--- src/hdl/tvm_pkg.sv ---
// ----------------------------------------------------------------------------
// tvm_pkg
// Shared widths, codes and control structs of the tiny register machine.
// ----------------------------------------------------------------------------
`timescale 1ns / 1ps
`default_nettype none

package tvm_pkg;

  localparam int unsigned WORD_W    = 16;
  localparam int unsigned ADDR_W    = 12;
  localparam int unsigned REG_NUM_W = 4;
  localparam int unsigned STATUS_W  = 3;
  localparam int unsigned OPCODE_W  = 2;

  localparam int unsigned MEMORY_WORDS_DEF     = 4096;
  localparam int unsigned DATA_STACK_DEPTH_DEF = 16;
  localparam int unsigned CALL_STACK_DEPTH_DEF = 16;

  typedef enum logic [1:0] {
    OP_MEM_WRITE = 2'd0,
    OP_EXECUTE   = 2'd1,
    OP_MEM_READ  = 2'd2,
    OP_REG_READ  = 2'd3
  } op_t;

  typedef enum logic [3:0] {
    CMD_NOP  = 4'd0,
    CMD_LOAD = 4'd1,
    CMD_MOV  = 4'd2,
    CMD_ADD  = 4'd3,
    CMD_SUB  = 4'd4,
    CMD_MUL  = 4'd5,
    CMD_DIV  = 4'd6,
    CMD_PUSH = 4'd7,
    CMD_POP  = 4'd8,
    CMD_JMP  = 4'd9,
    CMD_JIZ  = 4'd10,
    CMD_JIH  = 4'd11,
    CMD_JSR  = 4'd12,
    CMD_RTS  = 4'd13
  } cmd_t;

  typedef enum logic [2:0] {
    ST_OK        = 3'd0,
    ST_END       = 3'd1,
    ST_BAD_OP    = 3'd2,
    ST_DIV_ZERO  = 3'd3,
    ST_POP_EMPTY = 3'd4,
    ST_DATA_OVF  = 3'd5,
    ST_CALL_OVF  = 3'd6,
    ST_HALTED    = 3'd7
  } status_t;

  typedef enum logic [3:0] {
    S_CLEAR,
    S_IDLE,
    S_READ,
    S_FETCH,
    S_OPER,
    S_MOV_RD,
    S_DIV,
    S_POP,
    S_RET,
    S_DONE
  } state_t;

  typedef struct packed {
    logic push;
    logic pop;
  } stk_req_t;

  typedef struct packed {
    logic full;
    logic empty;
  } stk_flags_t;

  typedef struct packed {
    logic                 en;
    logic [REG_NUM_W-1:0] addr;
    logic [WORD_W-1:0]    data;
  } reg_wr_t;

endpackage

`default_nettype wire

--- src/hdl/tvm_stack.sv ---
// ----------------------------------------------------------------------------
// tvm_stack
// LIFO stack in a small memory with a fill count; pop data is registered.
// ----------------------------------------------------------------------------
`timescale 1ns / 1ps
`default_nettype none

module tvm_stack #(
  parameter int unsigned WIDTH = tvm_pkg::WORD_W,
  parameter int unsigned DEPTH = tvm_pkg::DATA_STACK_DEPTH_DEF
) (
  input  wire logic                clk,
  input  wire logic                rst,
  input  wire tvm_pkg::stk_req_t   req,
  input  wire logic [WIDTH-1:0]    push_data,
  output logic      [WIDTH-1:0]    pop_data,
  output tvm_pkg::stk_flags_t      flags
);
  import tvm_pkg::*;

  localparam int unsigned CW = $clog2(DEPTH + 1);
  localparam int unsigned IW = $clog2(DEPTH);

  logic [WIDTH-1:0] mem [DEPTH];
  logic [CW-1:0]    count;
  logic [CW-1:0]    top_idx;

  assign top_idx     = count - CW'(1);
  assign flags.full  = (count == CW'(DEPTH));
  assign flags.empty = (count == '0);

  always_ff @(posedge clk) begin
    if (rst) begin
      count <= '0;
    end else if (req.push) begin
      count <= count + CW'(1);
    end else if (req.pop) begin
      count <= top_idx;
    end
  end

  always_ff @(posedge clk) begin
    if (req.push) begin
      mem[count[IW-1:0]] <= push_data;
    end
    if (req.pop) begin
      pop_data <= mem[top_idx[IW-1:0]];
    end
  end

endmodule

`default_nettype wire

--- config.mk ---
export PLATFORM = sky130hd
export DESIGN_NAME = tvm_stack
export DESIGN_NICKNAME = d
export VERILOG_FILES = /design/src/hdl/tvm_pkg.sv /design/src/hdl/tvm_stack.sv
export SDC_FILE = /design/constraint.sdc
export NUM_CORES = 1
export LEC_CHECK = 0
export BUFFER_PORTS_ARGS = -buffer_cell sky130_fd_sc_hd__buf_2
export CORE_MARGIN = 1
export CORE_UTILIZATION = 40
export CTS_BUF_LIST = sky130_fd_sc_hd__clkbuf_16
export CTS_CLUSTER_DIAMETER = 80
export CTS_CLUSTER_SIZE = 8
export DETAILED_ROUTE_END_ITERATION = 12
export GPL_TIMING_DRIVEN = 0
export PLACE_DENSITY = 0.56
export SLEW_MARGIN = 20
export SYNTH_ARGS = -nofsm -noshare
export SYNTH_HDL_FRONTEND = slang
export SYNTH_SLANG_ARGS = --single-unit
--- constraint.sdc ---
create_clock -name clk -period 3.02 [get_ports clk]
set_input_delay 0.604 -clock clk [delete_from_list [all_inputs] [get_ports clk]]
set_output_delay 0.604 -clock clk [all_outputs]
set_load 0.05 [all_outputs]
# ---- After elaboration in Yosys (flattened, before gate mapping)
# Memory sizes are Yosys's and may differ from the RTL's. A register that Yosys moved wholly into a read port is not among the register bits.
# Index checks and enable logic that the tools add are counted.
dict set report totals {
  ff_bits 5
  ramBits 256
  input_bits 20
  wordCells 11
  mem_count 1
}
dict set report op_classes {
  n_addsub 2
  eq_ne 1
  mux 4
  n_reduce_logical 2
}
# name words width read_ports rd_ports_with_merged_regs write_ports line_no
set memory_table {}
lappend memory_table {mem 16 16 1 1 1 tvm_stack.sv:24} ;# logic [WIDTH-1:0] mem [DEPTH];
# operator n
set op_table {}
lappend op_table {{$mux W5} 2}
lappend op_table {{$add A5 B1 Y5 const B} 1}
lappend op_table {{$eq A5 B5 Y1 const B} 1}
lappend op_table {{$logic_not A5 Y1} 1}
lappend op_table {{$sub A5 B1 Y5 const B} 1}
lappend op_table {{$mux W1} 2}
lappend op_table {{$reduce_bool A2 Y1} 1}

# ---- Longest topological paths before layout
dict set report depth {
  word_depth 3
  ltp_mapped 11
}

# ---- Worst setup path before layout
# Ideal clock, no wire load.
dict set report synth_timing {
  path_type {register -> output}
  from {register count[0]}
  to {output port flags[1] (netlist name)}
  arrival_time_ns 2.712
  required_ns 2.416
  setup_slack_ns -0.296
  stages_incl_launch_ff 7
  path_cell_list {dfxtp_1 > buf_6 > buf_8 > buf_6 > inv_1 > ha_1 > nor4bb_1}
}
# element line_no
set synth_rtl {}
lappend synth_rtl {{start: declaration} tvm_stack.sv:25} ;# logic [CW-1:0] count;
lappend synth_rtl {{start signal: assignment} tvm_stack.sv:36} ;# count <= count + CW'(1);
lappend synth_rtl {{start signal: assignment} tvm_stack.sv:38} ;# count <= top_idx;
lappend synth_rtl {{end: declaration} tvm_stack.sv:17} ;# output tvm_pkg::stk_flags_t flags

==> out/results.txt <==
The run finished, with violations left. The final reports fail on design-rule violations. The final routed DRC violation total is 8. Setup repair after global routing left no endpoint under its margin. In this run the core area contains 59 standard-cell rows. Of all nets on the critical path, the largest fanout is 10. The worst-case register-to-register setup slack is 0.23 ns. The longest clock path from root to sink contains 3 buffers. The routed length per instance is 24.8 um, and the clock network power share is 39.3%.

Summed over all failing endpoints, the final setup total negative slack is 0 ns. Global routing consumed, on the met1 layer, 22.4% of the routing resources. Net switching is 25.1% of the power. The post-route antenna net violation count was 0; the maximum single-stage delay on the critical path was 0.35 ns. Across the whole layout, storage elements account for 8270 sq um.

In the synthesized netlist the async set-or-reset flop fraction comes to 0%. The met2 global-route usage came out at 30.2%. Cells with a size suffix above 1 make up 33.9% of the layout. The run gives 8 as the total iterations of the first detailed-routing run. The worst pin sits at a relative slew slack of 49.1%. The total global-route track usage came out at 17.6%. The logs give 484 for the number of standard cells after synthesis and 508 for the net count after synthesis. STA puts the critical path data arrival time at 2.22 ns. Across the VDD grid, the largest voltage drop is 0.368 mV.

By instance count, the cell type seen most on the critical path is buf_6. The worst setup path is launched from a flop. The register bit count reported by yosys is 277, and the number of max-cap violations is 0. The post-detailed-routing wire length is 22700 um.

For the pin with the worst max-slew slack, the measured transition is 0.763 ns. The clock period could shrink to 2.82 ns. The biggest area contributor in the post-synthesis netlist is edfxtp_1. The tools report the die area as 27400 sq um. The cell with the biggest individual delay on the critical path was dfxtp_1. The setup-violating endpoint count in the final report is 0. The cts-stage hold buffer count is 0, and the met3 track demand over resource is 3.42%. Summed over all layers, the global routing overflow is 0. The worst setup path is of the flop to output port kind. The run gives 0 as the number of warnings reported in the yosys synthesis log.

In this run the power density over the cells is 784 nW/um^2. In the finished design, the share of the clock period the worst path needs comes to 93.5%. Clock-pin slew was measured on the worst setup and hold paths at 0.06 ns. The fill cell total of the finished layout was 2144; the switching power total was 2.49 mW.

The final number of hold-violating endpoints is 0. Walking the worst path, the cells encountered are buf_6 > buf_8 > buf_6 > inv_1 > ha_4 > nor4bb_4 > buf_4. The number of top-level pins is 38. In the synthesized netlist the dominant register cell turns out to be edfxtp_1. The top cell type by area accounts for 76.4% of the synthesized area. The count of input and output buffers works out to 36. The total internal power is 7.43 mW. The proportion of synthesized chip area in sequential cells is 77.4%, and the via-per-instance ratio is 5.42. The cell area that synthesis handed to floorplanning was 10700 sq um.

The tools report the fraction of the core area covered by cells at the end of the flow as 48.4%. STA classifies the critical path endpoint as an output port. Detailed placement finished with a half-perimeter wire length of 14200 um. The core region is 26100 sq um. The run gives 45.0% as the sequential share of power.

The tools report the max-slew violation count as 0. The area growth from synthesis to layout is 18.4%. Yosys instantiated no cell more often than edfxtp_1.

The initial core utilization came out at 40.9%. 0 antenna diodes ended up in the layout. Buffer type at the clock tree root: clkbuf_16. At the end of the flow, the number of nets in the layout was 597. The depth of the CTS H-tree came out at 2. The initial DRC count was 387. The via count of the first global-routing pass was 5459. By count the netlist is led by 272 x edfxtp_1, 63 x mux4_2, 23 x nor2_1.

Clock tree synthesis found a total of 277 sinks. The average instance in the mapped netlist occupies 22.1 sq um. Entering global routing, the biggest net connects 20 pins. The final weighted congestion in routability-driven placement came out at 0.813. Sorting the synthesized cells by area gives the leading types as edfxtp_1 76%, mux4_2 13%, mux2i_1 1.5%. The later pin in the worst-skew pair is clocked with a latency of 0.51 ns. The synthesized netlist contains 29 unique library cells. Clock skew on the completed layout was measured at 0.0106 ns. The class of the worst hold path was input pin to flop.

The die is 165 um wide. The static leakage power is 4.07 nW, and the count of flip-flops with a built-in enable after synthesis is 272. The first global-routing pass estimated 33700 um of wire.

Clock tree synthesis inserted a total of 40 buffers. TritonCTS built the clock tree. After global routing, the most crowded layer is met2. For the worst setup path, the data required time is 2.42 ns.

For the share of power burned in combinational logic, the log shows 15.7%. The run gives 4962 as the overall via count from detail_route. For the initial antenna violation count, the log shows 0.

Footprint of the multi-input gates: 2330 sq um. In this run the vertical extent of the chip is 165 um. For the achievable frequency, the log shows 354 MHz.
==> what timing repair did <==
item	4_1_cts	5_1_grt
setup buffers	3	0
gates resized for setup	7	5
hold endpoints to repair	0	0
setup endpoints to repair	16	14
cloned	0	0
==> worst max-delay path, delay by kind of cell, from the launching register on <==
family	cells	cell delay (ns)
adder cells (fa/ha/maj)	1	0.21
buffers and inverters	5	0.86
flip-flops	1	0.35
AND/OR/NAND/NOR	1	0.29
==> layout by cell type (no fill, tap or decap), types with 6 or more instances in the layout <==
cell	count
nand2_1	6
a21oi_1	16
a211oi_1	15
edfxtp_1	272
mux2i_1	16
buf_2	40
nor2b_1	16
nor2_4	7
buf_4	6
nor2_1	7
inv_1	8
clkbuf_16	42
nor2_2	9
buf_6	17
mux4_2	63
==> final timing paths <==
path | to | startpoint | cells after the start
setup / recovery | flags[1] | count[0] | 7
setup reg to reg | pop_data[3] | count[0] | 10
hold reg to reg | count[4] | count[4] | 2
hold / removal | count[2] | rst | 2
==> power groups by stage <==
stage / sequential [mW] / combinational [mW] / clock [mW]
3_3_place_gp: 4.53 / 1.49 / 0
5_1_grt: 4.47 / 1.67 / 4.13
3_5_place_dp: 4.53 / 1.53 / 0
6_report: 4.46 / 1.56 / 3.90
2_1_floorplan: 4.75 / 0.811 / 0
4_1_cts: 4.46 / 1.58 / 3.98
==> stage by stage <==
stage                     instance area, sq um  instances  total power [mW]  setup slack, ns  hold WS [ns]
after floorplan                          10700        484              5.56           0.0958         0.499
after global placement                   11300        855              6.01           -0.460         0.528
after detailed placement                 11500        864              6.06           -0.422         0.532
after CTS                                12600        916              10.0          0.00318         0.307
after global routing                     12600        916              10.3           0.0656         0.323
final                                    12600        916              9.92            0.195         0.321
==> sequential cells by signal, summed over array words and instances, names as in the netlist <==
| register | flops |
|---|---|
| pop_data | 16 |
| mem | 256 |
| count | 5 |
==> area by class of cell <==
class,count,area share [%]
Tap cell,335,3.31
Clock buffer,42,8.31
Multi-Input combinational cell,179,18.4
Timing Repair Buffer,48,2.55
Buffer,25,1.61
Sequential cell,277,65.4
Clock inverter,8,0.346
Inverter,2,0.0593
==> cells by family (layout without fill, tap and decap cells) <==
logic type / after synthesis / in the layout / synth area share, %
flops: 277 / 277 / 77.4
mux: 80 / 80 / 15.0
compound gates: 35 / 35 / 2.10
xor+xnor: 6 / 6 / 0.667
buf+inv: 28 / 125 / 1.81
fa+ha+maj: 4 / 4 / 0.468
simple gates: 54 / 54 / 2.58
==> layer usage <==
metal  part of all wire (%)  vias up
met1                     42     2654
met4                    2.0        0
li1                       -     2173
met5                      0        -
met3                    3.3       32
met2                     52      103
No activity file was read; power rests on OpenSTA's default activity.
