## config.mk

```make
export PLATFORM = sky130hd
export DESIGN_NAME = tvm_div
export DESIGN_NICKNAME = d
export VERILOG_FILES = /design/src/hdl/tvm_pkg.sv /design/src/hdl/tvm_div.sv
export SDC_FILE = /design/constraint.sdc
export NUM_CORES = 1
export LEC_CHECK = 0
export BUFFER_PORTS_ARGS = -buffer_cell sky130_fd_sc_hd__buf_4
export CORE_MARGIN = 2
export CORE_UTILIZATION = 50
export CTS_BUF_LIST = sky130_fd_sc_hd__clkbuf_16
export CTS_CLUSTER_DIAMETER = 50
export DETAILED_ROUTE_END_ITERATION = 7
export PLACE_DENSITY = 0.71
export SLEW_MARGIN = 30
export SYNTH_ARGS = -nofsm -noshare
export SYNTH_HDL_FRONTEND = slang
export SYNTH_SLANG_ARGS = --single-unit
```

## constraint.sdc

```tcl
create_clock -name clk -period 3.31 [get_ports clk]
set_input_delay 0.4965 -clock clk [delete_from_list [all_inputs] [get_ports clk]]
set_output_delay 0.4965 -clock clk [all_outputs]
set_load 0.005 [all_outputs]
```

## src/hdl/tvm_pkg.sv

```systemverilog
// ----------------------------------------------------------------------------
// tvm_pkg
// Shared widths, codes and control structs of the tiny register machine.
// ----------------------------------------------------------------------------
`timescale 1ns / 1ps
`default_nettype none

package tvm_pkg;

  localparam int unsigned WORD_W    = 16;
  localparam int unsigned ADDR_W    = 12;
  localparam int unsigned REG_NUM_W = 4;
  localparam int unsigned STATUS_W  = 3;
  localparam int unsigned OPCODE_W  = 2;

  localparam int unsigned MEMORY_WORDS_DEF     = 4096;
  localparam int unsigned DATA_STACK_DEPTH_DEF = 16;
  localparam int unsigned CALL_STACK_DEPTH_DEF = 16;

  typedef enum logic [1:0] {
    OP_MEM_WRITE = 2'd0,
    OP_EXECUTE   = 2'd1,
    OP_MEM_READ  = 2'd2,
    OP_REG_READ  = 2'd3
  } op_t;

  typedef enum logic [3:0] {
    CMD_NOP  = 4'd0,
    CMD_LOAD = 4'd1,
    CMD_MOV  = 4'd2,
    CMD_ADD  = 4'd3,
    CMD_SUB  = 4'd4,
    CMD_MUL  = 4'd5,
    CMD_DIV  = 4'd6,
    CMD_PUSH = 4'd7,
    CMD_POP  = 4'd8,
    CMD_JMP  = 4'd9,
    CMD_JIZ  = 4'd10,
    CMD_JIH  = 4'd11,
    CMD_JSR  = 4'd12,
    CMD_RTS  = 4'd13
  } cmd_t;

  typedef enum logic [2:0] {
    ST_OK        = 3'd0,
    ST_END       = 3'd1,
    ST_BAD_OP    = 3'd2,
    ST_DIV_ZERO  = 3'd3,
    ST_POP_EMPTY = 3'd4,
    ST_DATA_OVF  = 3'd5,
    ST_CALL_OVF  = 3'd6,
    ST_HALTED    = 3'd7
  } status_t;

  typedef enum logic [3:0] {
    S_CLEAR,
    S_IDLE,
    S_READ,
    S_FETCH,
    S_OPER,
    S_MOV_RD,
    S_DIV,
    S_POP,
    S_RET,
    S_DONE
  } state_t;

  typedef struct packed {
    logic push;
    logic pop;
  } stk_req_t;

  typedef struct packed {
    logic full;
    logic empty;
  } stk_flags_t;

  typedef struct packed {
    logic                 en;
    logic [REG_NUM_W-1:0] addr;
    logic [WORD_W-1:0]    data;
  } reg_wr_t;

endpackage

`default_nettype wire

```

## src/hdl/tvm_div.sv

```systemverilog
// ----------------------------------------------------------------------------
// tvm_div
// Signed 16-bit divider, one quotient bit per cycle, truncating toward zero.
// ----------------------------------------------------------------------------
`timescale 1ns / 1ps
`default_nettype none

module tvm_div (
  input  wire logic                          clk,
  input  wire logic                          rst,
  input  wire logic                          start,
  input  wire logic [tvm_pkg::WORD_W-1:0]    dividend,
  input  wire logic [tvm_pkg::WORD_W-1:0]    divisor,
  output logic                               done,
  output logic      [tvm_pkg::WORD_W-1:0]    quotient
);
  import tvm_pkg::*;

  localparam int unsigned CNT_W = $clog2(WORD_W + 1);

  logic               active;
  logic [CNT_W-1:0]   cnt;
  logic [WORD_W-1:0]  rem, quo, dvs;
  logic               neg;
  logic [WORD_W:0]    rem_sh;
  logic [WORD_W+1:0]  diff;

  assign rem_sh   = {rem, quo[WORD_W-1]};
  assign diff     = {1'b0, rem_sh} - {2'b00, dvs};
  assign quotient = neg ? (WORD_W)'(-quo) : quo;

  always_ff @(posedge clk) begin
    if (rst) begin
      active <= 1'b0;
      done   <= 1'b0;
      cnt    <= '0;
    end else begin
      done <= 1'b0;
      if (start) begin
        active <= 1'b1;
        cnt    <= CNT_W'(WORD_W);
      end else if (active) begin
        cnt <= cnt - CNT_W'(1);
        if (cnt == CNT_W'(1)) begin
          active <= 1'b0;
          done   <= 1'b1;
        end
      end
    end
  end

  // Magnitudes are unsigned; the most negative value stays 0x8000 and works.
  always_ff @(posedge clk) begin
    if (start) begin
      quo <= dividend[WORD_W-1] ? (WORD_W)'(-dividend) : dividend;
      dvs <= divisor[WORD_W-1]  ? (WORD_W)'(-divisor)  : divisor;
      rem <= '0;
      neg <= dividend[WORD_W-1] ^ divisor[WORD_W-1];
    end else if (active) begin
      if (!diff[WORD_W+1]) begin
        rem <= diff[WORD_W-1:0];
        quo <= {quo[WORD_W-2:0], 1'b1};
      end else begin
        rem <= rem_sh[WORD_W-1:0];
        quo <= {quo[WORD_W-2:0], 1'b0};
      end
    end
  end

endmodule

`default_nettype wire

```

; Word level (Yosys, flattened, before mapping)
; Index checks and enable logic that the tools add are counted.
[word_totals]
ff_bits = 56
output_inout_bits = 17
elab_cells = 33
[classes]
add_sub_neg = 5
eq_ne = 1
n_mux = 13
n_bitwise = 2
n_reduce_logical = 3
[ops]
columns = op, count
row1 = $mux 16, 5
row2 = $neg 16->16, 3
row3 = $sub 17x16->18, 1
row4 = $mux 15, 1
row5 = $mux 5, 2
row6 = $eq 5x1->1 const B, 1
row7 = $mux 1, 5
row8 = $sub 5x1->5 const B, 1
row9 = $reduce_or 3->1, 1
row10 = $reduce_bool 2->1, 1
row11 = $reduce_or 2->1, 1
row12 = $not 1->1, 1
row13 = $xor 1x1->1, 1

; Logic depth before layout (Yosys ltp)
; Gate-level depths: netlist of run 1.
[depth]
ltp_word = 4
mapped_depth = 12
ltp_nobuf = 12

; Worst setup path before layout of run 1
; OpenSTA, ideal clock, no wires.
[synth_path]
kind = register to output
from = register quo[0]
to = output port quotient[13] (netlist bit)
t_arrival_ns = 2.040
t_required_ns = 2.813
path_slack_ns = 0.773
stages_incl_launch_ff = 6
cell_sequence = edfxtp_1 > or3_4 > or3b_1 > or4_4 > o41ai_2 > xnor2_1
[synth_between]
elab_chain_cells = 2
[synth_lines]
columns = item, line_no
row1 = from (decl), tvm_div.sv:23  ; logic [WORD_W-1:0] rem, quo, dvs;
row2 = from (signal assigned), tvm_div.sv:55  ; quo <= dividend[WORD_W-1] ? (WORD_W)'(-dividend) : dividend;
row3 = from (signal assigned), tvm_div.sv:62  ; quo <= {quo[WORD_W-2:0], 1'b1};
row4 = from (signal assigned), tvm_div.sv:65  ; quo <= {quo[WORD_W-2:0], 1'b0};
row5 = $neg 16->16, tvm_div.sv:30  ; assign quotient = neg ? (WORD_W)'(-quo) : quo;
row6 = $mux 16, tvm_div.sv:30
row7 = to (decl), tvm_div.sv:15  ; output logic [tvm_pkg::WORD_W-1:0] quotient
; No other way between the ends.

; Worst setup path after layout of run 1
; Same ends and word-level chain as after synthesis.

==> results of run 1 <==
[metrics by stage]
stage	cells	setup WS [ps]	hold slack, ps
finish	562	234	400
floorplan	416	773	441
global route	562	145	398
global placement	554	604	476
CTS	562	211	394
detailed placement	554	534	481
[state kept, by name (all words and copies together), names as in the netlist]
name and cells:
cnt 5, quo 16, neg 1, active 1, done 1, dvs 16, rem 16
[cells by family (layout without fill, tap and decap cells)]
group / count (synthesis) / after routing / share of synthesized area
compound gates: 104 / 104 / 0.177
simple gates: 118 / 118 / 0.155
mux: 12 / 12 / 0.0315
fa+ha+maj: 22 / 22 / 0.0741
buf+inv: 45 / 92 / 0.0469
xor+xnor: 59 / 59 / 0.135
flops: 56 / 56 / 0.380
[report_power, final]
part / total, uW / internal (uW) / switching [uW]
sequential: 870 / 814 / 56.6
clock: 613 / 370 / 243
combinational: 552 / 272 / 281
total: 2040 / 1460 / 580
[final cells by class]
class                           count  area (sq um)
Clock inverter                      1          3.75
Tap cell                           99           124
Sequential cell                    56          1450
Multi-Input combinational cell    315          2190
Timing Repair Buffer               54           405
Inverter                           30           113
Fill cell                         645          2870
Clock buffer                        7           175
[cells in the mapped netlist, types with 3 or more instances]
cell type	instances	area (sq um)
o41ai_1	4	35.0
nor3_1	9	45.0
a21oi_1	28	140
nor2_1	33	124
nand3_1	8	40.0
nor2b_1	4	25.0
o21ai_0	26	130
o31ai_1	11	82.6
xor2_1	23	201
a211oi_1	8	60.1
or4_1	3	22.5
nor4_1	4	25.0
ha_1	21	263
clkbuf_1	9	33.8
mux2i_1	12	120
inv_1	30	113
nand2b_1	9	56.3
nand2_1	31	116
nor4b_1	3	26.3
edfxtp_1	33	991
xnor2_1	36	315
a21o_1	7	52.6
dfxtp_1	23	460
[worst min-delay path by stage]
stage                         start                    to  slack (ps)  cells past startpoint
2_1_floorplan  rem[15]$_SDFFE_PP0P_  rem[15]$_SDFFE_PP0P_         440                      2
3_3_place_gp   rem[15]$_SDFFE_PP0P_  rem[15]$_SDFFE_PP0P_         480                      2
3_5_place_dp    rem[2]$_SDFFE_PP0P_   rem[2]$_SDFFE_PP0P_         480                      2
4_1_cts                  divisor[0]      dvs[0]$_DFFE_PP_         390                      1
5_1_grt                  divisor[0]      dvs[0]$_DFFE_PP_         400                      1
6_report                 divisor[0]      dvs[0]$_DFFE_PP_         400                      1
[routing by layer]
layer  GRT usage  routed length, um  vias to the layer above
li1            -                  -                     1583
met1       0.246               3620                     1452
met2       0.350               4030                       73
met3      0.0257                264                        6
met4      0.0619                 93                        0
met5           0                  0                        -
[worst register-to-register path: stages, from the launching register on]
cell and delay, ps:
edfxtp_1 450, inv_1 90, ha_1 170, inv_1 50, fa_1 420, a211oi_1 320, o21ai_0 190, a31oi_1 290
o21ai_0 150, a21oi_1 200, xnor2_1 140, mux2i_1 90, o21ai_0 160
==> results.sh, run 1 <==
export IMPL_grt_overflow=0
export IMPL_hpwlAfterDp_um=5940
export IMPL_grt_pass1_vias=2976
export IMPL_finalSetupViolCount=0
export IMPL_die_w_um=91.4
export IMPL_drc=0
export IMPL_routedWlPerCell_um=14.2
export IMPL_antenna_found_initial=0
export IMPL_worstPathRequired_ps=2810
export IMPL_cts_sinks=56
export IMPL_clockRootBuffer="clkbuf_16"
export IMPL_cts_tree="done"
export IMPL_grt_max_degree=36
export IMPL_n_antenna_cell=0
export IMPL_finalCritPeriodShare=0.929
export IMPL_die_area_sq_mm=0.00835
export IMPL_slowest_stage="or4_4"
export IMPL_clkTransAtPathRegs_ps=70
export IMPL_final_common_cell="buf_4"
export IMPL_area_growth_pct=16.9
export IMPL_grt_usage=0.197
export IMPL_crit_cells=6
export IMPL_avgSynthCellArea_sq_um=9.17
export IMPL_rows=31
export IMPL_cts_buffers=5
export IMPL_cp_arrival_ps=2580
export IMPL_worstPathCellList="or3_4 > or3b_1 > or4_4 > o41ai_2 > xnor2_1 > buf_4"
export IMPL_core_sq_mm=0.00733
export IMPL_reg2regPathDepth=12
export IMPL_die_y_um=91.4
export IMPL_synth_warnings=0
export IMPL_setup_worst_path_end="quotient[13]"
export IMPL_rrSetupSlack_ps=520
export IMPL_worstSkewPairLatency_ps=290
export IMPL_first_pass_iters=4
export IMPL_hold_class="input port to register"
export IMPL_hold_viol_final=0
export IMPL_ios=52
export IMPL_ys_seq_elements=56
export IMPL_final_util=0.609
export IMPL_grt_first_pass_wirelength_um=13500
export IMPL_cts_resized=0
export IMPL_leakage_uw=0.00191
export IMPL_ir_worst_vdd_uv=202
export IMPL_max_slew_margin=0.570
export IMPL_synth_cell_types=54
export IMPL_start_util=0.521
export IMPL_power_density_mw_per_mm2=456
export IMPL_hold_buffers=0
export IMPL_tns_ps=0
export IMPL_worst_path_buf_inv=1
export IMPL_vias=3114
export IMPL_rsz0062_at_grt="no"
export IMPL_ys_flop_type="edfxtp_1"
export IMPL_yosysSeqAreaShare=0.380
export IMPL_crit_fanout=4
export IMPL_port_buffers=51
export IMPL_tightest_slew_ps=642
export IMPL_first_iter_violations=136
export IMPL_cp_start_kind="register"
export IMPL_syn_nets=473
export IMPL_finalClockSkew_ps=7.35
export IMPL_synth_cells=416
export IMPL_finalPower_uw=2040
export IMPL_gp_congestion=0.881
export IMPL_outcome="completed"
export IMPL_placed_cell_area_sq_mm=0.00428
export IMPL_async_flop_share=0
export IMPL_final_cell_area_sq_mm=0.00446
export IMPL_final_cell_mix="54 x buf_4, 36 x xnor2_1, 33 x nor2_1, 33 x edfxtp_1"
export IMPL_critPathMaxStageDelay_ps=450
export IMPL_htreeDepth=2
export IMPL_rr_startpoint="quo[15]$_DFFE_PP_"
export IMPL_drv_cap=0
export IMPL_slew_violations=0
export IMPL_synthesis_area_sq_mm=0.00382
export IMPL_clockBufferDepth=2
export IMPL_nets=519
export IMPL_cpLargestDelayFamily="simple AND/OR/NAND/NOR gates"
export IMPL_max_freq_mhz=325
export IMPL_cp_end_kind="primary output"
export IMPL_wirelength_um=8010
export IMPL_vias_per_cell=5.54
export IMPL_crit_type="register to primary output"
export IMPL_fin_crit_ps=3080
export IMPL_ant_nets=0
export IMPL_layout_drive_gt1_share=0.147
export IMPL_startpoint="quo[0]$_DFFE_PP_"
export IMPL_synth_edf_count=33
export IMPL_post_cts_buffers=0
export IMPL_r2r_end="rem[12]$_SDFFE_PP0P_"
Power figures use the tool's default switching activity.
==> run 2, diff against run 1 <==
Settings changed: CELL_PAD_IN_SITES_DETAIL_PLACEMENT set to 1, CELL_PAD_IN_SITES_GLOBAL_PLACEMENT set to 2, CORE_UTILIZATION 50 to 36, PLACE_DENSITY 0.71 to 0.87.
==> run 2 against run 1 <==
Effect of this change: sequential power hardly changed; worst setup slack worse by 17 ps; combinational power is 2% higher; register-to-register slack worse by 70 ps; clock power is 12% lower; largest power group unchanged; via count is 0.96% lower; critical endpoint unchanged; first-iteration DRC count is 21% lower; highest routed layer unchanged; sequential share of layout area is 0.064 points lower; global-route usage is 3.2 points lower; clock-buffer cell count is 2 lower.
==> results.sh, run 2 (synthesis gave the netlist of run 1 again) <==
export IMPL_nets=519
export IMPL_hold_viol_final=0
export IMPL_htreeDepth=2
export IMPL_die_area_sq_mm=0.0114
export IMPL_worst_path_buf_inv=1
export IMPL_port_buffers=51
export IMPL_max_slew_margin=0.504
export IMPL_crit_type="register to primary output"
export IMPL_drv_cap=0
export IMPL_rsz0062_at_grt="no"
export IMPL_ant_nets=0
export IMPL_worstSkewPairLatency_ps=300
export IMPL_tightest_slew_ps=742
export IMPL_cts_resized=0
export IMPL_cp_end_kind="primary output"
export IMPL_reg_top3="dvs: 16 flops, quo: 16 flops, rem: 16 flops"
export IMPL_finalClockSkew_ps=10.2
export IMPL_hold_buffers=0
export IMPL_final_cell_mix="54 x buf_4, 36 x xnor2_1, 33 x nor2_1, 33 x edfxtp_1, 31 x nand2_1"
export IMPL_outcome="completed"
export IMPL_grt_overflow=0
export IMPL_power_density_mw_per_mm2=441
export IMPL_slew_violations=0
export IMPL_final_cell_area_sq_mm=0.00447
export IMPL_ios=52
export IMPL_worstPathCellList="or3_4 > or3b_1 > or4_4 > o41ai_2 > xnor2_1 > buf_4"
export IMPL_clkTransAtPathRegs_ps=70
export IMPL_hpwlAfterDp_um=6990
export IMPL_start_util=0.370
export IMPL_grt_usage=0.165
export IMPL_core_sq_mm=0.0103
export IMPL_cts_sinks=56
export IMPL_slowest_stage="or4_4"
export IMPL_tns_ps=0
export IMPL_ir_worst_vdd_uv=233
export IMPL_layout_drive_gt1_share=0.149
export IMPL_die_w_um=107
export IMPL_first_iter_violations=108
export IMPL_vias=3084
export IMPL_leakage_uw=0.00190
export IMPL_placed_cell_area_sq_mm=0.00433
export IMPL_antenna_found_initial=0
export IMPL_crit_fanout=4
export IMPL_worstPathRequired_ps=2810
export IMPL_hold_class="input port to register"
export IMPL_max_freq_mhz=323
export IMPL_grt_pass1_vias=3085
export IMPL_n_antenna_cell=0
export IMPL_first_pass_iters=4
export IMPL_gp_congestion=0.775
export IMPL_routedWlPerCell_um=15.2
export IMPL_fin_crit_ps=3090
export IMPL_cts_buffers=5
export IMPL_final_common_cell="buf_4"
export IMPL_clockRootBuffer="clkbuf_16"
export IMPL_rows=37
export IMPL_vias_per_cell=5.15
export IMPL_area_growth_pct=17.1
export IMPL_grt_max_degree=44
export IMPL_clockBufferDepth=2
export IMPL_grt_first_pass_wirelength_um=15100
export IMPL_cpLargestDelayFamily="simple AND/OR/NAND/NOR gates"
export IMPL_post_cts_buffers=0
export IMPL_wirelength_um=9130
export IMPL_finalCritPeriodShare=0.934
export IMPL_cp_arrival_ps=2600
export IMPL_critPathMaxStageDelay_ps=460
export IMPL_die_y_um=107
export IMPL_drc=0
export IMPL_finalSetupViolCount=0
export IMPL_cp_start_kind="register"
export IMPL_cts_tree="done"
==> run 2: final cells by class <==
class                   count  area [sq um]
multi-input cells         315          2190
inverters                  30           113
clock buffers               5           125
flip-flops and latches     56          1450
fillers                  1210          5850
clock inverters             3          16.3
well taps                 136           170
repair buffers             54           405
==> run 2: final timing paths <==
| kind | from | to | slack [ps] | cells after the start |
|---|---|---|---|---|
| max | quo[0]$_DFFE_PP_ | quotient[13] | 220 | 6 |
| min | divisor[0] | dvs[0]$_DFFE_PP_ | 400 | 1 |
| max reg2reg | quo[15]$_DFFE_PP_ | rem[14]$_SDFFE_PP0P_ | 450 | 12 |
| min reg2reg | rem[15]$_SDFFE_PP0P_ | rem[15]$_SDFFE_PP0P_ | 490 | 2 |
==> run 2: through the flow <==
step / worst slack (ps) / total power (uW) / cells / util / hold WS [ps]
3_5_place_dp: 471 / 1450 / 591 / 0.419 / 476
3_3_place_gp: 596 / 1430 / 591 / 0.419 / 472
4_1_cts: 188 / 1990 / 599 / 0.433 / 393
2_1_floorplan: 773 / 1240 / 416 / - / 441
5_1_grt: 102 / 2090 / 599 / 0.433 / 392
6_report: 217 / 1970 / 599 / 0.433 / 400
==> run 2: layer usage <==
layer / up-vias / global-route usage / part of all wire / wire length [um]
li1: 1581 / - / - / -
met1: 1447 / 0.212 / 0.47 / 4310
met2: 52 / 0.288 / 0.49 / 4490
met3: 4 / 0.0280 / 0.029 / 264
met4: 0 / 0.0390 / 0.0062 / 57
met5: - / 0 / 0 / 0
==> run 2: where the power goes <==
part	leakage (uW)	total (uW)	switching, uW	internal (uW)
clock	0.0000748	537	256	281
sequential	0.000513	873	59.2	813
combinational	0.00131	561	289	272
