===== src/hdl/tvm_pkg.sv =====
// ----------------------------------------------------------------------------
// tvm_pkg
// Shared widths, codes and control structs of the tiny register machine.
// ----------------------------------------------------------------------------
`timescale 1ns / 1ps
`default_nettype none

package tvm_pkg;

  localparam int unsigned WORD_W    = 16;
  localparam int unsigned ADDR_W    = 12;
  localparam int unsigned REG_NUM_W = 4;
  localparam int unsigned STATUS_W  = 3;
  localparam int unsigned OPCODE_W  = 2;

  localparam int unsigned MEMORY_WORDS_DEF     = 4096;
  localparam int unsigned DATA_STACK_DEPTH_DEF = 16;
  localparam int unsigned CALL_STACK_DEPTH_DEF = 16;

  typedef enum logic [1:0] {
    OP_MEM_WRITE = 2'd0,
    OP_EXECUTE   = 2'd1,
    OP_MEM_READ  = 2'd2,
    OP_REG_READ  = 2'd3
  } op_t;

  typedef enum logic [3:0] {
    CMD_NOP  = 4'd0,
    CMD_LOAD = 4'd1,
    CMD_MOV  = 4'd2,
    CMD_ADD  = 4'd3,
    CMD_SUB  = 4'd4,
    CMD_MUL  = 4'd5,
    CMD_DIV  = 4'd6,
    CMD_PUSH = 4'd7,
    CMD_POP  = 4'd8,
    CMD_JMP  = 4'd9,
    CMD_JIZ  = 4'd10,
    CMD_JIH  = 4'd11,
    CMD_JSR  = 4'd12,
    CMD_RTS  = 4'd13
  } cmd_t;

  typedef enum logic [2:0] {
    ST_OK        = 3'd0,
    ST_END       = 3'd1,
    ST_BAD_OP    = 3'd2,
    ST_DIV_ZERO  = 3'd3,
    ST_POP_EMPTY = 3'd4,
    ST_DATA_OVF  = 3'd5,
    ST_CALL_OVF  = 3'd6,
    ST_HALTED    = 3'd7
  } status_t;

  typedef enum logic [3:0] {
    S_CLEAR,
    S_IDLE,
    S_READ,
    S_FETCH,
    S_OPER,
    S_MOV_RD,
    S_DIV,
    S_POP,
    S_RET,
    S_DONE
  } state_t;

  typedef struct packed {
    logic push;
    logic pop;
  } stk_req_t;

  typedef struct packed {
    logic full;
    logic empty;
  } stk_flags_t;

  typedef struct packed {
    logic                 en;
    logic [REG_NUM_W-1:0] addr;
    logic [WORD_W-1:0]    data;
  } reg_wr_t;

endpackage

`default_nettype wire


===== src/hdl/tvm_regs.sv =====
// ----------------------------------------------------------------------------
// tvm_regs
// Register file memory, two registered read ports and one write port.
// ----------------------------------------------------------------------------
`timescale 1ns / 1ps
`default_nettype none

module tvm_regs (
  input  wire logic                            clk,
  input  wire logic                            rst,
  input  wire logic [tvm_pkg::REG_NUM_W-1:0]   ra_addr,
  input  wire logic [tvm_pkg::REG_NUM_W-1:0]   rb_addr,
  output logic      [tvm_pkg::WORD_W-1:0]      ra_data,
  output logic      [tvm_pkg::WORD_W-1:0]      rb_data,
  input  wire tvm_pkg::reg_wr_t                wr
);
  import tvm_pkg::*;

  localparam int unsigned REGS = 2 ** REG_NUM_W;

  logic [WORD_W-1:0] mem [REGS];
  logic [REGS-1:0]   written;
  logic [WORD_W-1:0] ra_q, rb_q;
  logic              ra_ok, rb_ok;

  // A register never written reads as zero; the valid bits stand for reset.
  always_ff @(posedge clk) begin
    if (rst) begin
      written <= '0;
    end else if (wr.en) begin
      written[wr.addr] <= 1'b1;
    end
  end

  always_ff @(posedge clk) begin
    if (wr.en) begin
      mem[wr.addr] <= wr.data;
    end
    ra_q  <= mem[ra_addr];
    rb_q  <= mem[rb_addr];
    ra_ok <= written[ra_addr];
    rb_ok <= written[rb_addr];
  end

  assign ra_data = ra_ok ? ra_q : '0;
  assign rb_data = rb_ok ? rb_q : '0;

endmodule

`default_nettype wire


===== config.mk =====
export PLATFORM = sky130hd
export DESIGN_NAME = tvm_regs
export DESIGN_NICKNAME = d
export VERILOG_FILES = /design/src/hdl/tvm_pkg.sv /design/src/hdl/tvm_regs.sv
export SDC_FILE = /design/constraint.sdc
export NUM_CORES = 1
export LEC_CHECK = 0
export BUFFER_PORTS_ARGS = -buffer_cell sky130_fd_sc_hd__buf_2
export CORE_UTILIZATION = 38
export DETAILED_ROUTE_END_ITERATION = 12
export PLACE_DENSITY = 0.61
export SLEW_MARGIN = 10
export SYNTH_ARGS = -nofsm -noshare
export SYNTH_HDL_FRONTEND = slang
export SYNTH_SLANG_ARGS = --single-unit

===== constraint.sdc =====
create_clock -name clk -period 2.85 [get_ports clk]
set_clock_uncertainty 0.2 [all_clocks]
set_input_delay 0.1425 -clock clk [delete_from_list [all_inputs] [get_ports clk]]
set_output_delay 0.1425 -clock clk [all_outputs]
set_load 0.02 [all_outputs]

Yosys cells after proc, flatten, opt, wreduce, memory -nomap -nowiden
Memories as Yosys holds them, arrays and structs flattened. A register that Yosys moved wholly into a read port is not among the register bits. Index checks and enable logic that the tools add are counted.

Magnitude comparators: 4. Muxes and demuxes: 10. Bitwise logic cells: 1. Reductions and logical operators: 1.

Operator list (count): 16-bit 2-to-1 mux (2); 16-bit OR (1); 4-bit by 5-bit < comparator with 1-bit output (second input constant) (3); 1-bit binary-select mux with 4-bit select (2); 1-bit 2-to-1 mux (5); 1-bit demux with 4-bit select (1); 4-bit by 1-bit greater-or-equal comparator with 1-bit output (second input constant) (1); 1-bit logical AND (1).

Register bits: 18. RAM bits: 256. Input bits: 31. Word-level logic and storage cells: 20. Memories: 1.

Memories: mem (depth 16, width 16, rd ports 2, clocked after memory_dff 2, wr ports 1, line tvm_regs.sv:21) `logic [WORD_W-1:0] mem [REGS];`.

Longest topological paths before layout
Gate-level depths: netlist of the first run.

Depth after elaboration: 5. Gate-level depth with buffers: 6. Gate-level depth less buffers: 3.

Least setup slack after synthesis of the first run
Ideal clock, no wire load.

Path kind: input to register. Start: input wr[18] (netlist name). End: memory mem[0][0], enable pin. Library setup time: 0.409 ns. Arrival: 1.788 ns. Data required time: 2.241 ns. Setup slack: 0.452 ns. Cell stages on the path: 2. Buffers on the path: 0. Path through: or3b_2 -> nor3_1.

RTL lines: start: declaration (line tvm_regs.sv:15) `input wire tvm_pkg::reg_wr_t wr`; end: declaration (line tvm_regs.sv:21).

Straight into the memory's write port.

Worst setup path in the final report of the first run
Start: register rb_ok. End: output rb_data[13] (netlist name).

Word-level cells in the longest chain between the ends: 1.

RTL lines: start: declaration (line tvm_regs.sv:24) `logic ra_ok, rb_ok;`; start signal: assignment (line tvm_regs.sv:42) `rb_ok <= written[rb_addr];`; 16-bit 2-to-1 mux (line tvm_regs.sv:46) `assign rb_data = rb_ok ? rb_q : '0;`; end: declaration (line tvm_regs.sv:14) `output logic [tvm_pkg::WORD_W-1:0] rb_data,`.

Every way passes these cells.

==> results of run 1 <==
==> report_power, final <==
part           leakage (nW)  internal, mW  switching (mW)  total [mW]
Clock                 0.454          2.15            1.57        3.72
Sequential             2.73          4.98          0.0660        5.05
Combinational          2.08         0.335           0.390       0.725
Total                  5.26          7.47            2.02        9.49
==> cells by family (layout without fill, tap and decap cells) <==
logic type / Yosys count / in the layout / share of synthesized area, %
AOI/OAI and AO/OA: 84 / 84 / 4.48
muxes: 136 / 136 / 23.5
and+or+nand+nor: 120 / 120 / 4.44
other: 0 / 2 / 0
buffers and inverters: 52 / 182 / 2.23
DFF: 306 / 306 / 65.4
==> per-layer routing <==
metal	wire length, microns	share of wire, %
met1	13100	40
met2	16400	51
met3	2100	6.5
met4	684	2.1
met5	27	0.084
==> metrics by stage <==
| step | total power, mW | cells |
|---|---|---|
| floorplan | 5.57 | 698 |
| global placement | 5.84 | 1203 |
| detailed placement | 5.84 | 1203 |
| CTS | 9.57 | 1283 |
| global route | 9.77 | 1283 |
| finish | 9.49 | 1285 |
==> state kept, by name, indices dropped and copies added (netlist names) <==
register / count
ra_q: 16
written: 16
mem: 256
ra_ok: 1
rb_q: 16
rb_ok: 1
==> cells in the final DEF (no fill, tap or decap), types with 2 or more instances in the layout <==
cell,count
edfxtp_1,256
mux4_2,121
a22oi_1,68
buf_2,60
dfxtp_1,50
buf_4,36
nand2_1,35
and2_1,34
clkbuf_16,29
dlygate4sd3_1,27
nor2_1,17
mux4_1,15
nor2_2,14
a21oi_1,12
clkinv_2,8
clkinv_1,6
buf_12,6
clkbuf_1,5
nor2b_2,4
nor3_2,4
a31oi_1,4
bufinv_16,3
diode_2,2
nand3b_1,2
nand2b_1,2
nor2b_1,2
and3b_1,2
==> worst max path at each step <==
stage,startpoint,slack [ns],endpoint
final,rb_ok,0.60,rb_data[13]
after global routing,rb_ok,0.54,rb_data[13]
after CTS,rb_ok,0.56,rb_data[13]
after detailed placement,rb_addr[0],0.80,rb_q[14]
after global placement,rb_addr[0],0.81,rb_q[10]
after floorplan,wr[18],0.45,mem[0][0]
==> worst reg2reg max path, delay by kind of cell, from the launching register on <==
family          cells  cell delay [ns]
mux                 1             0.47
flops               1             0.40
compound gates      1             0.29
simple gates        1             0.08
==> final cells by class <==
type                       count  area share (%)
clock inverter                18            1.03
clock buffer                  35            4.89
antenna                        2          0.0323
timing repair buffer         129            6.19
sequential                   306            56.0
tap                          455            3.67
multi-input combinational    340            28.2
==> results.py, run 1 <==
metrics = {
    "cts": {
        "numCtsBuffers": 29,
        "post_cts_buffers": 0,
        "holdBufCountCts": 27,
        "root_buffer": "clkbuf_16",
        "cts-htree-levels": 1,
        "clkLatencyLatePin_ns": 0.55,
        "cts_repair_resize_count": 0,
        "clockBufferDepth": 3,
        "clk_pin_slew_ns": 0.06,
        "cts_tree": "yes",
        "cts.sinks": 306,
    },
    "sta": {
        "slew_headroom_pct": 16.9,
        "fin_tns_setup_ns": 0,
        "finalHoldViolCount": 0,
        "finalCriticalPeriod_ns": 2.25,
        "finalMaxSlewViolations": 0,
        "hold_ws_ns": 0.0660,
        "fmax_ghz": 0.445,
        "max_slew.worst_pin.slew_ns": 1.24,
        "layout_setup_ws_ns": 0.602,
        "rsz0062_at_grt": "no",
        "setup_viol": 0,
        "period_share_pct": 78.9,
    },
    "floorplan": {
        "fp.dieW_microns": 189,
        "die_y_microns": 189,
        "core_area_sq_um": 34500,
        "dieArea_sq_um": 35700,
        "fp-row-count": 68,
        "pin_count": 63,
        "start_util_pct": 38.6,
    },
    "route": {
        "drtIter0Drc": 717,
        "first_pass_iters": 7,
        "vias": 7250,
        "drtAntennaViolNets": 0,
        "drc_errors": 0,
        "finalWirelength_mm": 32.3,
        "wire_per_inst_microns": 25.1,
        "via_per_inst": 5.64,
    },
    "power_and_ir_drop": {
        "peakVddDrop_mv": 0.330,
        "p_leak_nw": 5.26,
        "p_per_area_nw_per_um2": 612,
    },
    "worst_setup_path": {
        "worstReg2RegStart": "mem[1][9]",
        "cp_top_family": "flip-flops",
        "cp-start-kind": "register",
        "criticalPathCategory": "reg -> out",
        "cp_slowest_cell": "dfxtp_1",
        "cp-end-kind": "output pin",
        "critPathMaxStageDelay_ns": 0.86,
        "reg2regPathDepth": 3,
        "worst-path-stages": 2,
        "worst-path-buf-inv": 1,
        "timing.rr.end": "ra_q[9]",
        "rrSetupSlack_ns": 1.29,
        "required_ns": 2.51,
        "worstPathArrival_ns": 1.91,
        "path_cells": "and2_1, buf_2",
        "path_max_fanout": 16,
    },
    "yosys": {
        "syn_avg_cell_area_sq_um": 19.0,
        "yosysWarnings": 0,
        "synth_edf_count": 256,
        "ys_seq_area_share_pct": 65.4,
        "synth_top_area_share_pct": 57.8,
        "synth_common_cells": "256 x edfxtp_1, 121 x mux4_2, 68 x a22oi_1, 50 x dfxtp_1, 35 x nand2_1",
        "ys_ff_latch": 306,
        "ys_types": 25,
        "yosys.area.top_type": "edfxtp_1",
        "netlist_instances": 698,
        "syn_nets": 729,
        "synthTopCellsByArea": "edfxtp_1 58%, mux4_2 21%, dfxtp_1 7.5%",
        "synth.most_common_cell": "edfxtp_1",
        "synthesis.area_sq_um": 13300,
        "ys.flop_type": "edfxtp_1",
        "synthArstFlopShare_pct": 0,
    },
    "cells_and_area": {
        "multi_input_area_sq_um": 4370,
        "n_fill_cell": 2965,
        "final-seq-area_sq_um": 8690,
        "final_net_count": 837,
        "final_core_util_pct": 45.0,
        "syn_to_final_growth_pct": 16.7,
        "fin_area_sq_um": 15500,
        "layout-drive-gt1-share_pct": 34.8,
    },
    "status": {
        "outcome": "completed",
    },
    "placed_design": {
        "io_buffers": 62,
        "post-dp-hpwl_mm": 19.9,
        "pre_cts_slack_ns": 0.796,
        "gp_congestion": 0.765,
        "post_dp_cell_area_sq_um": 14300,
    },
    "global_route": {
        "grt_max_degree": 69,
        "grt_pass1_vias": 7485,
        "busiest_layer": "met2",
        "antenna_found_initial": 5,
        "grt_pass1_wl_mm": 47.9,
        "grt-ovfl-total": 0,
        "grt_use_met2_pct": 32.0,
        "grt_util_met3_pct": 2.82,
        "grt_use_met1_pct": 24.1,
        "grt_use_total_pct": 18.4,
    },
    "min_path": {
        "min_to": "rb_q[0]",
        "hp-start": "rb_addr[3]",
        "worstHoldPathType": "in -> reg",
        "whs_path_depth": 4,
    },
    "flow_run": {
        "maxCapViolations": 0,
    },
}
No activity file was read; power rests on OpenSTA's default activity.
==> run 2, diff against run 1 <==
- PLACE_DENSITY: 0.61 -> 0.63
- clock period: 2.85 -> 1.88 ns (I/O delays scaled with it)
==> results.py, run 2 (same netlist as run 1, synthesis figures left out) <==
metrics = {
    "cts": {
        "post_cts_buffers": 0,
        "cts_tree": "yes",
        "cts-htree-levels": 1,
        "numCtsBuffers": 29,
        "clockBufferDepth": 3,
        "cts.sinks": 306,
        "root_buffer": "clkbuf_16",
        "clkLatencyLatePin_ns": 0.55,
        "clk_pin_slew_ns": 0.06,
    },
    "worst_setup_path": {
        "worstPathArrival_ns": 1.54,
        "worst-path-buf-inv": 2,
        "reg2regPathDepth": 3,
        "timing.rr.end": "ra_q[0]",
        "cp-start-kind": "register",
        "criticalPathCategory": "reg -> out",
        "required_ns": 1.59,
        "cp_slowest_cell": "dfxtp_1",
        "worst-path-stages": 3,
        "cp-end-kind": "output pin",
        "path_cells": "buf_4, and2_1, buf_2",
        "critPathMaxStageDelay_ns": 0.31,
        "worstReg2RegStart": "mem[0][0]",
        "rrSetupSlack_ns": 0.25,
        "cp_top_family": "buffers and inverters",
        "path_max_fanout": 16,
        "cp-startpoint": "rb_ok",
    },
    "global_route": {
        "grt_pass1_wl_mm": 49.5,
        "grt-ovfl-total": 0,
        "grt_use_total_pct": 19.0,
        "grt_pass1_vias": 7524,
        "grt_max_degree": 43,
        "antenna_found_initial": 3,
    },
    "cells_and_area": {
        "largest_reg_flops": 256,
        "regMostFlops": "mem",
        "final_net_count": 847,
        "syn_to_final_growth_pct": 19.8,
        "layout-drive-gt1-share_pct": 35.3,
        "final_cell_mix": "256 x edfxtp_1, 121 x mux4_2, 68 x a22oi_1",
        "final_common_cell": "edfxtp_1",
    },
    "floorplan": {
        "pin_count": 63,
        "dieArea_sq_um": 35700,
        "fp-row-count": 68,
        "start_util_pct": 38.6,
        "fp.dieW_microns": 189,
        "die_y_microns": 189,
        "core_area_sq_um": 34500,
    },
    "min_path": {
        "worstHoldPathType": "in -> reg",
        "whs_path_depth": 5,
        "min_to": "rb_q[2]",
        "hp-start": "rb_addr[0]",
    },
    "route": {
        "wire_per_inst_microns": 25.8,
        "finalWirelength_mm": 33.4,
        "drtAntennaViolNets": 0,
        "vias": 7407,
        "via_per_inst": 5.72,
        "drtIter0Drc": 643,
        "drc_errors": 0,
        "first_pass_iters": 4,
    },
    "power_and_ir_drop": {
        "p_per_area_nw_per_um2": 915,
        "p_leak_nw": 5.40,
        "peakVddDrop_mv": 0.501,
    },
    "placed_design": {
        "io_buffers": 62,
        "post-dp-hpwl_mm": 19.4,
        "gp_congestion": 0.742,
        "pre_cts_slack_ns": 0.0843,
    },
    "sta": {
        "period_share_pct": 97.3,
        "max_slew.worst_pin.slew_ns": 0.884,
        "fmax_ghz": 0.546,
        "rsz0062_at_grt": "no",
        "setup_viol": 0,
        "slew_headroom_pct": 40.8,
        "finalCriticalPeriod_ns": 1.83,
        "layout_setup_ws_ns": 0.0500,
        "fin_tns_setup_ns": 0,
        "finalMaxSlewViolations": 0,
        "finalHoldViolCount": 0,
    },
    "status": {
        "outcome": "completed",
    },
    "flow_run": {
        "maxCapViolations": 0,
    },
}
-- run 2: changes by cell type in the layout (fill, tap and decap cells not counted), sizes merged --
cell,before,now
buf,102,109
bufinv,3,2
clkbuf,35,44
clkinv,14,7
clkinvlp,1,0
diode,2,1
dlygate4sd3,27,30
inv,0,1
-- run 2: cell type report --
type	count	area [sq um]
antenna	1	2.50
clock buffer	44	842
clock inverter	10	101
fill	2903	18500
multi-input combinational	340	4380
sequential	306	8690
tap	455	569
timing repair buffer	139	1350
-- run 2: power by group --
group / total [mW] / switching, mW / internal (mW) / leakage [nW]
Sequential: 7.63 / 0.0819 / 7.55 / 2.73
Combinational: 1.19 / 0.623 / 0.570 / 2.21
Clock: 5.74 / 2.39 / 3.35 / 0.467
-- run 2: worst max path at each step --
| stage | endpoint | slack (ns) |
|---|---|---|
| final | rb_data[11] | 0.05 |
| after global routing | rb_data[11] | 0.03 |
| after detailed placement | ra_q[3] | 0.08 |
| after CTS | rb_data[11] | 0.04 |
| after floorplan | mem[12][0] | -0.22 |
| after global placement | ra_q[1] | 0.1 |
-- run 2: timing repair --
item	CTS	global route
endpoints found under the setup margin	1	1
resized for setup	1	2
hold buffers	30	0
hold endpoints to repair	312	0
-- run 2: worst reg2reg max path, stage by stage, from the launching register on --
cell and delay [ns]:
edfxtp_1 0.39, mux4_1 0.52, a22oi_1 0.29, nand2_1 0.10
-- run 2: metrics by stage --
stage               total power, mW  hold WS, ns  instances  util [%]  area (sq um)
detailed placement             8.92        0.262       1210      42.6         14700
finish                         14.6       0.0293       1295      46.2         15900
global placement               8.91        0.259       1210      42.6         14700
global route                   15.0       0.0349       1294      46.2         15900
CTS                            14.7      0.00445       1294      46.2         15900
floorplan                      8.45     -0.00713        698         -         13300
-- run 2: routing by layer --
metal / share of wire, % / GRT usage (%) / vias up
met5: 0.081 / 0 / -
met4: 2.1 / 4.47 / 4
met3: 6.5 / 3.24 / 48
met2: 51 / 33.1 / 267
met1: 40 / 24.9 / 3919
li1: - / - / 3169
==> run 3, diff against run 2 <==
- CELL_PAD_IN_SITES_DETAIL_PLACEMENT: unset -> 0
- CELL_PAD_IN_SITES_GLOBAL_PLACEMENT: unset -> 1
- CTS_BUF_LIST: unset -> sky130_fd_sc_hd__clkbuf_8
- MAX_ROUTING_LAYER: unset -> met4
- PLACE_DENSITY: 0.63 -> 0.69
==> results.py, run 3 (same netlist as run 1, synthesis figures left out) <==
metrics = {
    "status": {
        "outcome": "completed",
    },
    "global_route": {
        "grt_max_degree": 44,
        "grt_pass1_wl_mm": 49.4,
        "grt_use_total_pct": 19.8,
        "grt-ovfl-total": 0,
        "antenna_found_initial": 5,
        "grt_pass1_vias": 7731,
    },
    "sta": {
        "rsz0062_at_grt": "no",
        "setup_viol": 0,
        "slew_headroom_pct": 40.7,
        "finalHoldViolCount": 0,
        "hold_ws_ns": 0.0336,
        "max_slew.worst_pin.slew_ns": 0.885,
        "finalMaxSlewViolations": 0,
        "period_share_pct": 97.9,
        "finalCriticalPeriod_ns": 1.84,
        "fmax_ghz": 0.543,
    },
    "power_and_ir_drop": {
        "comb_power_share_pct": 8.3,
        "p_per_area_nw_per_um2": 895,
        "p_leak_nw": 5.50,
        "p_seq_share_pct": 53.5,
        "peakVddDrop_mv": 0.512,
        "switching_power_mw": 3.24,
        "finalPower_mw": 14.3,
        "p_sw_share_pct": 22.7,
        "clockPowerShare_pct": 38.2,
        "power.internal_mw": 11.0,
    },
    "cells_and_area": {
        "final_net_count": 869,
        "regMostFlops": "mem",
        "final_common_cell": "edfxtp_1",
        "instances_no_fill": 1335,
        "largest_reg_flops": 256,
        "syn_to_final_growth_pct": 20.0,
        "layout-drive-gt1-share_pct": 36.8,
        "final_cell_mix": "256 x edfxtp_1, 121 x mux4_2, 68 x a22oi_1",
        "final_core_util_pct": 46.3,
    },
    "cts": {
        "numCtsBuffers": 48,
        "clk_pin_slew_ns": 0.06,
        "clockBufferDepth": 3,
        "holdBufCountCts": 33,
        "root_buffer": "clkbuf_8",
        "clkLatencyLatePin_ns": 0.56,
        "post_cts_buffers": 0,
        "cts-htree-levels": 2,
        "cts.sinks": 306,
        "cts_tree": "yes",
        "cts_repair_resize_count": 0,
    },
    "worst_setup_path": {
        "path_max_fanout": 8,
        "worstPathArrival_ns": 2.12,
        "cp-start-kind": "primary input",
        "cp-startpoint": "wr[20]",
        "criticalPathCategory": "in -> reg",
        "required_ns": 2.16,
        "cp-end-kind": "register",
        "worstReg2RegStart": "mem[11][3]",
    },
    "placed_design": {
        "io_buffers": 62,
        "post-dp-hpwl_mm": 20.4,
        "gp_congestion": 0.751,
        "placedCellCount": 1210,
    },
    "route": {
        "drc_errors": 0,
        "wire_per_inst_microns": 25.2,
        "vias": 7505,
        "via_per_inst": 5.62,
        "finalWirelength_mm": 33.6,
        "drtIter0Drc": 743,
        "drtAntennaViolNets": 0,
        "first_pass_iters": 5,
    },
    "floorplan": {
        "fp.dieW_microns": 189,
        "fp-row-count": 68,
        "start_util_pct": 38.6,
        "die_y_microns": 189,
        "pin_count": 63,
        "core_area_sq_um": 34500,
        "dieArea_sq_um": 35700,
    },
    "min_path": {
        "worstHoldPathType": "in -> reg",
        "hp-start": "rb_addr[1]",
    },
    "flow_run": {
        "maxCapViolations": 0,
    },
}
[run 3: cell types whose count changed in the layout (fill, tap and decap cells not counted), sizes merged]
cell / previous run / this run
bufinv: 2 / 0
inv: 1 / 18
clkinv: 7 / 10
clkinvlp: 0 / 1
dlygate4sd3: 30 / 33
clkbuf: 44 / 61
diode: 1 / 2
[run 3: layout make-up]
| type | count | area (sq um) |
|---|---|---|
| Antenna cell | 2 | 5.00 |
| Timing Repair Buffer | 142 | 1350 |
| Sequential cell | 306 | 8690 |
| Clock inverter | 29 | 126 |
| Multi-Input combinational cell | 340 | 4380 |
| Clock buffer | 61 | 840 |
| Tap cell | 455 | 569 |
| Fill cell | 2937 | 18500 |
[run 3: final timing paths]
check	cells past startpoint	slack (ns)	end
setup reg to reg	3	0.29	ra_q[3]
setup / recovery	6	0.04	written[3]
hold / removal	5	0.03	rb_q[10]
hold reg to reg	2	0.31	written[9]
[run 3: power groups by stage]
stage,Combinational [mW],Clock [mW],Sequential [mW]
after global placement,1.12,0,7.78
after detailed placement,1.14,0,7.79
final,1.18,5.45,7.65
after CTS,1.19,5.56,7.65
after floorplan,0.711,0,7.74
after global routing,1.27,5.85,7.66
[run 3: worst max-delay path, stage by stage]
cell and delay [ns]:
dlygate4sd3_1 0.53, buf_2 0.17, nor3b_1 0.43, dlygate4sd3_1 0.70
a31oi_1 0.10, nor2_1 0.10
[run 3: routing by layer]
metal | GRT usage, % | wire length, microns
met4 | 5.30 | 715
met2 | 32.2 | 16600
met5 | - | 0
met1 | 26.1 | 13900
met3 | 2.98 | 2460
[run 3: stage by stage]
step / instance area [sq um] / setup TNS, ns / setup slack [ns]
5_1_grt: 16000 / 0 / 0.0215
3_3_place_gp: 14700 / 0 / 0.0766
6_report: 16000 / 0 / 0.0387
4_1_cts: 15900 / 0 / 0.0390
2_1_floorplan: 13300 / -10.63 / -0.217
3_5_place_dp: 14700 / 0 / 0.0741
